$ cat src/sv/u8sd_pkg.sv
`timescale 1ns / 1ps
// ----------------------------------------------------------------------------
// u8sd_pkg
// Shared types, codes and sizes for the UTF-8 stream decoder.
// ----------------------------------------------------------------------------
package u8sd_pkg;

  localparam int unsigned ByteW    = 8;
  localparam int unsigned CodeW    = 21;
  localparam int unsigned LenW     = 3;
  localparam int unsigned StatusW  = 3;
  localparam int unsigned PendW    = 2;
  localparam int unsigned TokBitsW = 7;

  localparam int unsigned MidDepthDef = 2;
  localparam int unsigned OutDepthDef = 2;

  // Lead byte templates
  localparam logic [1:0] ContTag  = 2'b10;
  localparam logic [2:0] Lead2Tag = 3'b110;
  localparam logic [3:0] Lead3Tag = 4'b1110;
  localparam logic [4:0] Lead4Tag = 5'b11110;

  // Smallest legal value per sequence length
  localparam logic [CodeW-1:0] Min2 = CodeW'(32'h80);
  localparam logic [CodeW-1:0] Min3 = CodeW'(32'h800);
  localparam logic [CodeW-1:0] Min4 = CodeW'(32'h10000);

  typedef enum logic [StatusW-1:0] {
    ST_OK       = 3'd0,
    ST_BAD_LEAD = 3'd1,
    ST_BAD_CONT = 3'd2,
    ST_OVERLONG = 3'd3,
    ST_TRUNC    = 3'd4
  } status_e;

  typedef enum logic [1:0] {
    TOK_ASCII,
    TOK_LEAD,
    TOK_CONT,
    TOK_BAD
  } tok_kind_e;

  // Classified byte, as passed from front to back
  typedef struct packed {
    tok_kind_e             kind;
    logic [LenW-1:0]       len;
    logic [TokBitsW-1:0]   bits;
    logic                  last;
  } token_t;

  typedef struct packed {
    logic [CodeW-1:0] code_point;
    logic [LenW-1:0]  seq_length;
    status_e          status;
  } result_t;

  // Handshake between the back stage and the two queues around it
  typedef struct packed {
    logic tok_valid;
    logic res_full;
  } back_in_t;

  typedef struct packed {
    logic tok_pop;
    logic res_push;
  } back_out_t;

endpackage

$ cat src/sv/u8sd_fifo.sv
`timescale 1ns / 1ps
// ----------------------------------------------------------------------------
// u8sd_fifo
// Small register-based queue with full and empty flags.
// ----------------------------------------------------------------------------
module u8sd_fifo #(
  parameter int unsigned Width = 8,
  parameter int unsigned Depth = 2
) (
  input  logic             clk_i,
  input  logic             rst_ni,
  input  logic             push_i,
  input  logic [Width-1:0] wdata_i,
  output logic             full_o,
  input  logic             pop_i,
  output logic [Width-1:0] rdata_o,
  output logic             empty_o
);

  localparam int unsigned PtrW = (Depth > 1) ? $clog2(Depth) : 1;
  localparam int unsigned CntW = $clog2(Depth + 1);

  logic [Width-1:0] mem_q [Depth];
  logic [PtrW-1:0]  wr_ptr_q, wr_ptr_d;
  logic [PtrW-1:0]  rd_ptr_q, rd_ptr_d;
  logic [CntW-1:0]  count_q, count_d;
  logic             do_push, do_pop;

  assign full_o  = (count_q == CntW'(Depth));
  assign empty_o = (count_q == '0);
  assign do_push = push_i && !full_o;
  assign do_pop  = pop_i && !empty_o;
  assign rdata_o = mem_q[rd_ptr_q];

  always_comb begin
    wr_ptr_d = wr_ptr_q;
    rd_ptr_d = rd_ptr_q;
    count_d  = count_q;
    if (do_push) begin
      wr_ptr_d = (wr_ptr_q == PtrW'(Depth - 1)) ? '0 : wr_ptr_q + PtrW'(1);
    end
    if (do_pop) begin
      rd_ptr_d = (rd_ptr_q == PtrW'(Depth - 1)) ? '0 : rd_ptr_q + PtrW'(1);
    end
    case ({do_push, do_pop})
      2'b10:   count_d = count_q + CntW'(1);
      2'b01:   count_d = count_q - CntW'(1);
      default: count_d = count_q;
    endcase
  end

  always_ff @(posedge clk_i or negedge rst_ni) begin
    if (!rst_ni) begin
      wr_ptr_q <= '0;
      rd_ptr_q <= '0;
      count_q  <= '0;
    end else begin
      wr_ptr_q <= wr_ptr_d;
      rd_ptr_q <= rd_ptr_d;
      count_q  <= count_d;
    end
  end

  always_ff @(posedge clk_i) begin
    if (do_push) begin
      mem_q[wr_ptr_q] <= wdata_i;
    end
  end

endmodule

$ cat src/sv/u8sd_front.sv
`timescale 1ns / 1ps
// ----------------------------------------------------------------------------
// u8sd_front
// Byte classifier: sorts each byte into ASCII, lead, continuation or invalid
// and extracts its payload bits.
// ----------------------------------------------------------------------------
module u8sd_front (
  input  logic [u8sd_pkg::ByteW-1:0] data_byte_i,
  input  logic                       final_byte_i,
  output u8sd_pkg::token_t           token_o
);
  import u8sd_pkg::*;

  always_comb begin
    token_o.last = final_byte_i;
    token_o.len  = LenW'(1);
    token_o.bits = '0;
    token_o.kind = TOK_BAD;
    if (!data_byte_i[7]) begin
      token_o.kind = TOK_ASCII;
      token_o.bits = data_byte_i[6:0];
    end else if (data_byte_i[7:6] == ContTag) begin
      token_o.kind = TOK_CONT;
      token_o.bits = {1'b0, data_byte_i[5:0]};
    end else if (data_byte_i[7:5] == Lead2Tag) begin
      token_o.kind = TOK_LEAD;
      token_o.len  = LenW'(2);
      token_o.bits = {2'b0, data_byte_i[4:0]};
    end else if (data_byte_i[7:4] == Lead3Tag) begin
      token_o.kind = TOK_LEAD;
      token_o.len  = LenW'(3);
      token_o.bits = {3'b0, data_byte_i[3:0]};
    end else if (data_byte_i[7:3] == Lead4Tag) begin
      token_o.kind = TOK_LEAD;
      token_o.len  = LenW'(4);
      token_o.bits = {4'b0, data_byte_i[2:0]};
    end
  end

endmodule

$ cat src/sv/u8sd_back.sv
`timescale 1ns / 1ps
// ----------------------------------------------------------------------------
// u8sd_back
// Sequence assembler: tracks pending continuation bytes, accumulates the
// code point and produces one result per finished or failed sequence.
// ----------------------------------------------------------------------------
module u8sd_back (
  input  logic                clk_i,
  input  logic                rst_ni,
  input  u8sd_pkg::back_in_t  ctrl_i,
  input  u8sd_pkg::token_t    token_i,
  output u8sd_pkg::back_out_t ctrl_o,
  output u8sd_pkg::result_t   result_o
);
  import u8sd_pkg::*;

  logic [PendW-1:0] pend_q, pend_d;
  logic [LenW-1:0]  len_q, len_d;
  logic [CodeW-1:0] acc_q, acc_d;

  logic             take;
  logic             emit;
  logic [CodeW-1:0] acc_next;
  logic [PendW-1:0] pend_next;
  logic [CodeW-1:0] min_val;

  // Consume a token only when the result queue can take whatever it yields
  assign take   = ctrl_i.tok_valid && !ctrl_i.res_full;
  assign ctrl_o = {take, take && emit};

  assign acc_next  = {acc_q[CodeW-7:0], token_i.bits[5:0]};
  assign pend_next = pend_q - PendW'(1);

  always_comb begin
    case (len_q)
      LenW'(2): min_val = Min2;
      LenW'(3): min_val = Min3;
      default:  min_val = Min4;
    endcase
  end

  always_comb begin
    emit                = 1'b0;
    result_o.code_point = '0;
    result_o.seq_length = LenW'(1);
    result_o.status     = ST_OK;
    pend_d              = pend_q;
    len_d               = len_q;
    acc_d               = acc_q;
    if (pend_q == '0) begin
      case (token_i.kind)
        TOK_ASCII: begin
          emit                = 1'b1;
          result_o.code_point = CodeW'(token_i.bits);
        end
        TOK_LEAD: begin
          if (token_i.last) begin
            emit                = 1'b1;
            result_o.seq_length = token_i.len;
            result_o.status     = ST_TRUNC;
          end else begin
            len_d  = token_i.len;
            pend_d = PendW'(token_i.len - LenW'(1));
            acc_d  = CodeW'(token_i.bits);
          end
        end
        default: begin
          emit            = 1'b1;
          result_o.status = ST_BAD_LEAD;
        end
      endcase
    end else if (token_i.kind != TOK_CONT) begin
      emit                = 1'b1;
      result_o.seq_length = len_q;
      result_o.status     = ST_BAD_CONT;
    end else if (pend_next == '0) begin
      emit                = 1'b1;
      result_o.seq_length = len_q;
      if (acc_next < min_val) begin
        result_o.status = ST_OVERLONG;
      end else begin
        result_o.code_point = acc_next;
      end
    end else if (token_i.last) begin
      emit                = 1'b1;
      result_o.seq_length = len_q;
      result_o.status     = ST_TRUNC;
    end else begin
      pend_d = pend_next;
      acc_d  = acc_next;
    end
    // Any result drops back to idle
    if (emit) begin
      pend_d = '0;
      len_d  = '0;
      acc_d  = '0;
    end
  end

  always_ff @(posedge clk_i or negedge rst_ni) begin
    if (!rst_ni) begin
      pend_q <= '0;
      len_q  <= '0;
      acc_q  <= '0;
    end else if (take) begin
      pend_q <= pend_d;
      len_q  <= len_d;
      acc_q  <= acc_d;
    end
  end

endmodule

$ cat src/sv/utf8_stream_decoder.sv
`timescale 1ns / 1ps
// ----------------------------------------------------------------------------
// utf8_stream_decoder
// UTF-8 byte stream to code point decoder with error reporting.
// ----------------------------------------------------------------------------
// Takes one byte per cycle and sustains that rate as long as results are
// popped. A byte is classified on transfer and lands in a two-entry queue;
// the assembler takes one classified byte a cycle, its combinational shift
// and minimum-value compare setting the pace, and writes any result into a
// two-entry result queue. With nothing queued ahead, the byte that completes
// a result is registered in the middle queue and the result then in the
// result queue, whose head drives the outputs. A full result queue stalls
// the assembler and, once the middle queue fills, raises full.
module utf8_stream_decoder #(
  parameter int unsigned MidDepth = u8sd_pkg::MidDepthDef,
  parameter int unsigned OutDepth = u8sd_pkg::OutDepthDef
) (
  input  logic                         clk_i,
  input  logic                         rst_ni,
  input  logic                         push,
  output logic                         full,
  input  logic [u8sd_pkg::ByteW-1:0]   data_byte_i,
  input  logic                         final_byte_i,
  output logic                         empty,
  input  logic                         pop,
  output logic [u8sd_pkg::CodeW-1:0]   code_point_o,
  output logic [u8sd_pkg::LenW-1:0]    seq_length_o,
  output logic [u8sd_pkg::StatusW-1:0] status_o
);
  import u8sd_pkg::*;

  token_t    tok_in, tok_out;
  result_t   res_in, res_out;
  back_in_t  back_in;
  back_out_t back_out;
  logic      mid_empty;
  logic      res_full;

  u8sd_front u_front (
    .data_byte_i  (data_byte_i),
    .final_byte_i (final_byte_i),
    .token_o      (tok_in)
  );

  u8sd_fifo #(
    .Width ($bits(token_t)),
    .Depth (MidDepth)
  ) u_mid_q (
    .clk_i   (clk_i),
    .rst_ni  (rst_ni),
    .push_i  (push),
    .wdata_i (tok_in),
    .full_o  (full),
    .pop_i   (back_out.tok_pop),
    .rdata_o (tok_out),
    .empty_o (mid_empty)
  );

  assign back_in = {!mid_empty, res_full};

  u8sd_back u_back (
    .clk_i    (clk_i),
    .rst_ni   (rst_ni),
    .ctrl_i   (back_in),
    .token_i  (tok_out),
    .ctrl_o   (back_out),
    .result_o (res_in)
  );

  u8sd_fifo #(
    .Width ($bits(result_t)),
    .Depth (OutDepth)
  ) u_out_q (
    .clk_i   (clk_i),
    .rst_ni  (rst_ni),
    .push_i  (back_out.res_push),
    .wdata_i (res_in),
    .full_o  (res_full),
    .pop_i   (pop),
    .rdata_o (res_out),
    .empty_o (empty)
  );

  assign code_point_o = res_out.code_point;
  assign seq_length_o = res_out.seq_length;
  assign status_o     = res_out.status;

endmodule

$ cat config.mk
export PLATFORM = sky130hd
export DESIGN_NAME = utf8_stream_decoder
export DESIGN_NICKNAME = d
export VERILOG_FILES = /design/src/sv/u8sd_pkg.sv /design/src/sv/u8sd_fifo.sv /design/src/sv/u8sd_front.sv /design/src/sv/u8sd_back.sv /design/src/sv/utf8_stream_decoder.sv
export SDC_FILE = /design/constraint.sdc
export NUM_CORES = 1
export LEC_CHECK = 0
export ABC_AREA = 1
export BUFFER_PORTS_ARGS = -buffer_cell sky130_fd_sc_hd__buf_2
export CAP_MARGIN = 25
export CELL_PAD_IN_SITES_DETAIL_PLACEMENT = 1
export CELL_PAD_IN_SITES_GLOBAL_PLACEMENT = 2
export CORE_MARGIN = 8
export CORE_UTILIZATION = 38
export DETAILED_ROUTE_END_ITERATION = 10
export GPL_ROUTABILITY_DRIVEN = 0
export GPL_TIMING_DRIVEN = 0
export PLACE_DENSITY_LB_ADDON = 0.3
export SETUP_SLACK_MARGIN = 0.3
export SKIP_LAST_GASP = 1
export SYNTH_ARGS = -nofsm -noshare
export SYNTH_HDL_FRONTEND = slang
export SYNTH_SLANG_ARGS = --single-unit
export TNS_END_PERCENT = 10
$ cat constraint.sdc
create_clock -name clk_i -period 3.7 [get_ports clk_i]
set_input_delay 0.37 -clock clk_i [delete_from_list [all_inputs] [get_ports clk_i]]
set_output_delay 0.37 -clock clk_i [all_outputs]
set_load 0.01 [all_outputs]
==> results of run 1 <==
==> metal layers <==
metal	part of all wire (%)	global-route usage, %
met4	2.3	5.81
met5	0	0
met1	46	16.0
met2	48	22.2
met3	3.4	3.35
==> cell usage in the layout, fill, tap and decap left out, types with 3 or more instances in the layout <==
| cell type | synthesis | routed |
|---|---|---|
| clkbuf_16 | 0 | 9 |
| buf_2 | 5 | 46 |
| o21ai_0 | 24 | 24 |
| clkbuf_1 | 7 | 9 |
| inv_1 | 44 | 44 |
| xor2_1 | 6 | 6 |
| ha_1 | 4 | 4 |
| nand2_2 | 5 | 5 |
| inv_2 | 3 | 3 |
| nor2_4 | 3 | 3 |
| o21ai_1 | 3 | 3 |
| a21oi_1 | 12 | 12 |
| nor2_1 | 37 | 35 |
| edfxtp_1 | 80 | 80 |
| nand3_1 | 27 | 27 |
| dfrtp_1 | 28 | 28 |
| nand2_1 | 142 | 142 |
==> sequential cells by signal, indices dropped and copies added (netlist names) <==
name,cells
u_back.pend_q,2
u_mid_q.mem_q,26
u_mid_q.rd_ptr_q,1
u_back.len_q,3
u_out_q.wr_ptr_q,1
u_back.acc_q,15
u_mid_q.count_q,2
u_out_q.rd_ptr_q,1
u_mid_q.wr_ptr_q,1
u_out_q.mem_q,54
u_out_q.count_q,2
==> cells by family (layout without fill, tap and decap cells) <==
kind of cell / count (synthesis) / count (layout)
buffers and inverters: 63 / 124
muxes: 1 / 1
xor gates and xnor gates: 8 / 8
adders and majority gates: 4 / 4
DFF: 108 / 108
and+or+nand+nor: 219 / 219
AOI/OAI and AO/OA: 46 / 46
==> cells in the mapped netlist, types with 4 or more instances <==
library cell	instances
inv_1	44
ha_1	4
xor2_1	6
nand2_2	5
clkbuf_1	7
nor2_1	37
nand3_1	27
o21ai_0	24
buf_2	5
a21oi_1	12
dfrtp_1	28
nand2_1	142
edfxtp_1	80
==> layout make-up <==
cell class | instances | share of cell area [%]
Sequential cell | 108 | 57.5
Multi-Input combinational cell | 278 | 24.1
Timing Repair Buffer | 45 | 4.64
Clock buffer | 12 | 4.57
Inverter | 49 | 3.48
Tap cell | 147 | 3.41
Buffer | 14 | 1.37
Clock inverter | 4 | 0.928
==> where the power goes <==
part / switching, mW / internal [mW]
sequential: 0.164 / 1.90
combinational: 1.34 / 0.635
clock: 0.413 / 0.543
total: 1.92 / 3.08
==> how the worst max path moves through the flow <==
| stage | end | slack (ns) | cells after the start | start |
|---|---|---|---|---|
| floorplan | u_out_q.mem_q[1][0] | 1.07 | 8 | u_mid_q.rd_ptr_q |
| global placement | u_out_q.mem_q[1][12] | 0.28 | 8 | u_mid_q.rd_ptr_q |
| detailed placement | u_out_q.mem_q[1][12] | 1.18 | 9 | u_mid_q.rd_ptr_q |
| CTS | u_out_q.mem_q[1][12] | 1.15 | 9 | u_mid_q.rd_ptr_q |
| global route | u_out_q.mem_q[0][12] | 0.99 | 9 | u_mid_q.rd_ptr_q |
| finish | u_out_q.mem_q[1][6] | 1.22 | 9 | u_mid_q.rd_ptr_q |
==> critical path, delay by kind of cell (launching register included) <==
family	cells	cell delay (ns)
simple gates	6	1.14
buf+inv	2	0.39
flops	1	0.38
compound gates	1	0.28
==> impl_metrics.yaml, run 1 <==
run_status:
  outcome: "finished clean"
final_layout:
  antennaDiodeCount: 0
  multi_input_area_um2: 1300
  fin_util_pct: 44.9
  nets: 522
  drive_gt1_share_pct: 16.7
  final_area_um2: 5400
  syn_to_final_growth_pct: 15.8
  fin_cells: 657
  fillers: 1373
  final-seq-area_um2: 3100
cts:
  cts-resized-gates: 0
  worst_skew_pair.late_latency_ns: 0.35
  cts_setup_buffers: 0
  h-tree-depth: 3
  tritoncts: "built"
  clockBufferDepth: 2
  clk_pin_slew_worst_paths_ns: 0.06
  cts-root-buf: "clkbuf_16"
  cts.sink_count: 108
  cts_buffers: 9
  cts_hold_buffers: 0
setup_path:
  critical_path_arrival_ns: 2.54
  r2r_end: "u_out_q.mem_q[1][6]"
  startpoint_type: "flip-flop"
  worstPathMaxFanout: 16
  required_ns: 3.76
  critical_path_class: "flip-flop to flip-flop"
  critPathMaxStageDelay_ns: 0.68
  slowest_stage: "nor2_2"
  cpMostUsedCell: "nand2_2"
  crit_path_end_kind: "flip-flop"
  r2r_start: "u_mid_q.rd_ptr_q"
  path_cells: "buf_6 -> o21ai_2 -> nor2_4 -> nand2_4 -> nand2_2 -> nand2_2 -> nand2_2 -> nor2_2 -> buf_8"
  reg2reg_depth: 9
  r2r_slack_ns: 1.22
sta:
  rsz0062_at_grt: "false"
  setup_viol: 0
  hold_viol_final: 0
  period_share_pct: 67.1
  fmax_ghz: 0.403
  finalSetupTns_ns: 0
  relSlewSlack_pct: 41.3
  drv_slew: 0
  tightest_slew_ns: 0.880
  setup_slack_ns: 1.22
  fin_hold_ws_ns: 0.0560
  finalClockSkew_ns: 0.00818
  finalCriticalPeriod_ns: 2.48
place:
  place_inst: 641
  place_hpwl_um: 7660
  dpl-instance-area_um2: 5100
  pre_cts_ws_ns: 1.18
  port_buffers: 41
logic_synthesis:
  synth_top_family_by_area: "simple AND/OR/NAND/NOR gates"
  synth_seq_cells: 108
  synthDistinctLibCells: 29
  synth_edf_count: 80
  synth-seq-area-share_pct: 66.6
  netlist_instances: 449
  synth-simple-area-share_pct: 19.4
  synth_ff_type: "edfxtp_1"
  synth_compound_area_share_pct: 5.56
  synth.yosys.warnings: 0
  synth_top_cell_by_area: "edfxtp_1"
  yosys.area_share.adder_pct: 1.07
  postSynthAreaPerCell_um2: 10.4
  synth_area_leaders: "edfxtp_1 52%, dfrtp_1 15%, nand2_1 11%"
  async_flop_share_pct: 25.9
  synth_top_area_share_pct: 51.6
  syn-cell-area_um2: 4660
  synth.area.mux_share_pct: 0.215
  synthXorXnorAreaFrac_pct: 1.50
  syn_nets: 466
power_and_ir_drop:
  totalPowerFinal_mw: 5.00
  p_per_area_nw_per_um2: 927
  peakVddDrop_mv: 0.314
  p_leak_nw: 2.37
hold_path:
  hold_path.class: "primary input to async pin"
global_routing:
  grt_max_degree: 29
  antenna_found_initial: 0
  overflow: 0
  first_global_vias: 3296
  grt_pass1_wl_um: 16900
  grt_util_all_layers_pct: 13.3
floorplan:
  coreArea_um2: 12000
  fp-row-count: 40
  fp.dieH_um: 127
  die-area_um2: 16100
  fp.dieW_um: 127
  start_util_pct: 38.8
  io_pins: 42
routing:
  ant_nets: 0
  drt-total-wl_um: 9990
  dr_total_vias: 3136
  wl_per_cell_um: 15.2
  firstDrtPassIters: 4
  via_per_inst: 4.77
  drc: 0
  drtIter0Drc: 137
job:
  drv_cap: 0
No activity file was read; power rests on OpenSTA's default activity.
==> inputs of run 2 (changes only) <==
Settings changed: CORE_UTILIZATION 38 to 35.
Clock period 3.7 ns to 2.09 ns, I/O delays scaled along.
==> impl_metrics.yaml, run 2 (synthesis gave the netlist of run 1 again) <==
run_status:
  outcome: "finished clean"
setup_path:
  startpoint_type: "flip-flop"
  path_cells: "buf_6 -> o21ai_4 -> nor2_4 -> nand2_4 -> nand2_4 -> nand2_8 -> nand2_8 -> buf_6 -> nor2_4 -> buf_12"
  crit_buf_inv: 3
  crit_path_end_kind: "flip-flop"
  worstPathMaxFanout: 7
  critical_path_arrival_ns: 1.95
  required_ns: 2.16
  critPathMaxStageDelay_ns: 0.37
  slowest_stage: "dfrtp_1"
  r2r_start: "u_mid_q.rd_ptr_q"
  critical_path_class: "flip-flop to flip-flop"
  path_delay_family: "simple AND/OR/NAND/NOR gates"
  critPathLaunch: "u_mid_q.rd_ptr_q"
routing:
  via_per_inst: 4.66
  drtIter0Drc: 202
  drc: 0
  wl_per_cell_um: 16.6
  dr_total_vias: 3312
  drt-total-wl_um: 11800
  ant_nets: 0
  firstDrtPassIters: 4
cts:
  tritoncts: "built"
  worst_skew_pair.late_latency_ns: 0.36
  cts-root-buf: "clkbuf_16"
  cts.sink_count: 108
  clockBufferDepth: 2
  h-tree-depth: 3
  cts_buffers: 9
  clk_pin_slew_worst_paths_ns: 0.07
global_routing:
  grt_util_all_layers_pct: 13.9
  grt_pass1_wl_um: 18700
  grt_max_degree: 29
  first_global_vias: 3562
  overflow: 0
  antenna_found_initial: 0
final_layout:
  drive_gt1_share_pct: 26.0
  antennaDiodeCount: 0
  syn_to_final_growth_pct: 28.1
  final_common_cell: "nand2_1"
  largest_register_ffs: 54
  regMostFlops: "u_out_q.mem_q"
  fillers: 1472
  largestRegisters: "u_out_q.mem_q: 54 flops, u_mid_q.mem_q: 26 flops, u_back.acc_q: 15 flops"
  nets: 546
  layout_common_cells: "136 x nand2_1, 80 x edfxtp_1, 44 x buf_2"
job:
  drv_cap: 0
place:
  port_buffers: 41
  pre_cts_ws_ns: -0.223
  place_hpwl_um: 7820
floorplan:
  fp.dieW_um: 131
  fp.dieH_um: 131
  die-area_um2: 17300
  coreArea_um2: 13100
  fp-row-count: 42
  start_util_pct: 35.5
  io_pins: 42
power_and_ir_drop:
  peakVddDrop_mv: 0.630
  p_leak_nw: 2.58
  p_per_area_nw_per_um2: 1690
sta:
  tightest_slew_ns: 0.684
  drv_slew: 0
  relSlewSlack_pct: 54.4
  period_share_pct: 90.0
  finalCriticalPeriod_ns: 1.88
  hold_viol_final: 0
  finalClockSkew_ns: 0.0102
  setup_slack_ns: 0.209
  setup_viol: 0
  fin_hold_ws_ns: 0.0396
  fmax_ghz: 0.532
  rsz0062_at_grt: "true"
hold_path:
  worstHoldStart: "final_byte_i"
  hold_path.class: "primary input to flip-flop"
[run 2: where the power goes]
| group | leakage, nW | switching, mW | total, mW | internal [mW] |
|---|---|---|---|---|
| sequential | 1.13 | 0.331 | 3.70 | 3.37 |
| clock | 0.139 | 0.738 | 1.66 | 0.923 |
| combinational | 1.31 | 2.87 | 4.74 | 1.86 |
| total | 2.58 | 3.94 | 10.1 | 6.15 |
[run 2: final timing paths]
kind	slack (ns)	end	cells past startpoint
min in group asynchronous	0.44	u_mid_q.wr_ptr_q	2
worst max register to register	0.21	u_out_q.mem_q[0][11]	10
worst max-delay path	0.21	u_out_q.mem_q[0][11]	10
worst min-delay path	0.04	u_mid_q.mem_q[0][0]	1
max in group asynchronous	1.18	u_mid_q.count_q[0]	2
worst min register to register	0.51	u_back.acc_q[13]	2
[run 2: what timing repair did]
action | CTS | global route
gates cloned | 3 | 2
buffers inserted | 17 | 3
resized for setup | 33 | 31
endpoints found under the hold margin | 28 | 0
setup endpoints to repair | 139 | 143
pin swaps | 9 | 12
hold buffers | 1 | 0
[run 2: area by class of cell]
class                   count  area [um^2]  share of cell area [%]
repair buffers             67          543                    9.10
clock buffers              11          233                    3.90
clock inverters             5         52.6                   0.880
flip-flops and latches    108         3100                    52.0
inverters                  49          195                    3.27
plain buffers              14          105                    1.76
multi-input cells         280         1520                    25.4
well taps                 176          220                    3.69
[run 2: metal layers]
layer	wire (um)	global-route usage, %	up-vias
li1	-	-	1631
met1	5050	15.4	1625
met2	6100	24.8	43
met3	437	3.66	13
met4	187	5.42	0
met5	0	0	-
[run 2: stage by stage]
stage,cells,util [%],total power [mW],cell area [um^2],TNS [ns]
after floorplan,449,-,6.01,4690,0
after global placement,666,39.0,7.22,5120,-9.33
after detailed placement,668,39.1,7.39,5140,-11.94
after CTS,705,44.1,10.0,5800,0
after global routing,710,45.4,10.8,5970,0
final,710,45.4,10.1,5970,0
==> inputs of run 3 (changes only) <==
Settings changed: SETUP_SLACK_MARGIN 0.3 to 0.05.
==> impl_metrics.yaml, run 3 (synthesis gave the netlist of run 1 again) <==
run_status:
  outcome: "finished clean"
routing:
  drtIter0Drc: 123
  via_per_inst: 4.65
  wl_per_cell_um: 15.7
  drc: 0
  drt-total-wl_um: 11000
  dr_total_vias: 3266
  firstDrtPassIters: 4
  ant_nets: 0
final_layout:
  fillers: 1497
  layout_common_cells: "140 x nand2_1, 80 x edfxtp_1, 44 x inv_1, 44 x buf_2, 35 x nor2_1"
  antennaDiodeCount: 0
  nets: 538
  fin_cells: 702
  drive_gt1_share_pct: 21.3
  multi_input_area_um2: 1350
  final_common_cell: "nand2_1"
  syn_to_final_growth_pct: 23.4
  final-seq-area_um2: 3100
  fin_util_pct: 43.8
  largest_register_ffs: 54
  regMostFlops: "u_out_q.mem_q"
  largestRegisters: "u_out_q.mem_q: 54 flops, u_mid_q.mem_q: 26 flops, u_back.acc_q: 15 flops"
sta:
  hold_viol_final: 0
  period_share_pct: 95.4
  tightest_slew_ns: 0.691
  setup_viol: 0
  finalClockSkew_ns: 0.00932
  relSlewSlack_pct: 53.9
  rsz0062_at_grt: "true"
  drv_slew: 0
  finalCriticalPeriod_ns: 1.99
  fmax_ghz: 0.501
cts:
  cts.sink_count: 108
  worst_skew_pair.late_latency_ns: 0.35
  h-tree-depth: 3
  clk_pin_slew_worst_paths_ns: 0.07
  tritoncts: "built"
  cts_buffers: 9
  cts-root-buf: "clkbuf_16"
  clockBufferDepth: 2
global_routing:
  grt_max_degree: 29
  first_global_vias: 3454
  grt_util_all_layers_pct: 13.1
  antenna_found_initial: 0
  grt_pass1_wl_um: 17700
  overflow: 0
place:
  port_buffers: 41
  place_inst: 670
  place_hpwl_um: 7880
floorplan:
  coreArea_um2: 13100
  fp.dieH_um: 131
  start_util_pct: 35.5
  fp.dieW_um: 131
  die-area_um2: 17300
  fp-row-count: 42
  io_pins: 42
setup_path:
  crit_path_end_kind: "flip-flop"
  critical_path_class: "flip-flop to flip-flop"
  worstPathMaxFanout: 8
  required_ns: 2.16
  critical_path_arrival_ns: 2.07
  startpoint_type: "flip-flop"
power_and_ir_drop:
  p_leak_nw: 2.54
  totalPowerFinal_mw: 9.88
  p_per_area_nw_per_um2: 1720
  peakVddDrop_mv: 0.547
job:
  drv_cap: 0
hold_path:
  hold_path.class: "primary input to flip-flop"
[run 3: changes by cell type in the layout (fill, tap and decap cells not counted), moves of 3 or more]
cell      delta
nand2_1      +4
inv_1        +4
o21ai_1      -3
inv_2        -3
clkbuf_4     -3
clkinv_2     -3
nand2_8      -3
o21ai_0      +3
nor2_2       -7
nor2_1       +7
[run 3: metal layers]
layer | vias up | GRT usage [%] | part of all wire (%)
met5 | - | 0 | 0
met4 | 0 | 5.36 | 1.2
met3 | 9 | 2.78 | 2.8
met2 | 44 | 23.2 | 51
met1 | 1606 | 15.1 | 45
li1 | 1607 | - | -
[run 3: report_power, final]
part / switching [mW] / leakage [nW] / internal, mW
sequential: 0.335 / 1.13 / 3.36
clock: 0.773 / 0.162 / 1.18
combinational: 2.58 / 1.24 / 1.65
[run 3: critical path, stage by stage (launching register included)]
cell,delay [ns]
dfrtp_1,0.38
buf_6,0.15
o21ai_4,0.24
nor2_4,0.08
nand2_4,0.09
nand2_2,0.07
nand2_4,0.09
nand2_4,0.10
buf_12,0.14
nor2_4,0.09
buf_12,0.14
clkbuf_16,0.14
[run 3: path summary, 6_finish.rpt]
check / to / slack (ns) / start / depth (start not counted)
worst max-delay path: u_out_q.mem_q[1][26] / 0.1 / u_mid_q.rd_ptr_q / 11
min in group asynchronous: u_mid_q.count_q[0] / 0.45 / rst_ni / 2
worst min-delay path: u_mid_q.mem_q[1][0] / 0.05 / final_byte_i / 1
worst min register to register: u_back.len_q[0] / 0.52 / u_back.len_q[0] / 2
max in group asynchronous: u_back.acc_q[9] / 1.20 / rst_ni / 2
worst max register to register: u_out_q.mem_q[1][26] / 0.1 / u_mid_q.rd_ptr_q / 11
[run 3: layout make-up]
type                       instances  area share, %
clock inverter                     7           2.13
buffer                            13           1.48
clock buffer                       9           3.92
sequential                       108           54.0
timing repair buffer              62           7.88
multi-input combinational        278           23.5
tap                              176           3.83
inverter                          49           3.31
[run 3: timing repair]
| action | in CTS | in global routing |
|---|---|---|
| hold buffers | 1 | 0 |
| gates cloned | 0 | 2 |
| buffers inserted | 2 | 12 |
| resized for setup | 4 | 22 |
| setup endpoints to repair | 77 | 112 |
| endpoints found under the hold margin | 28 | 0 |
| pin swaps | 1 | 5 |
[run 3: metrics by stage]
| stage | TNS (ns) | hold slack [ns] | worst slack [ns] | instance area [um^2] |
|---|---|---|---|---|
| after floorplan | -5.61 | -0.0866 | -0.104 | 4660 |
| after global placement | -35.14 | 0.285 | -0.657 | 5090 |
| after detailed placement | -10.05 | 0.304 | -0.274 | 5130 |
| after CTS | -1.71 | 0.0285 | -0.0938 | 5520 |
| after global routing | 0 | 0.0395 | 0.00737 | 5750 |
| final | 0 | 0.0470 | 0.0954 | 5750 |
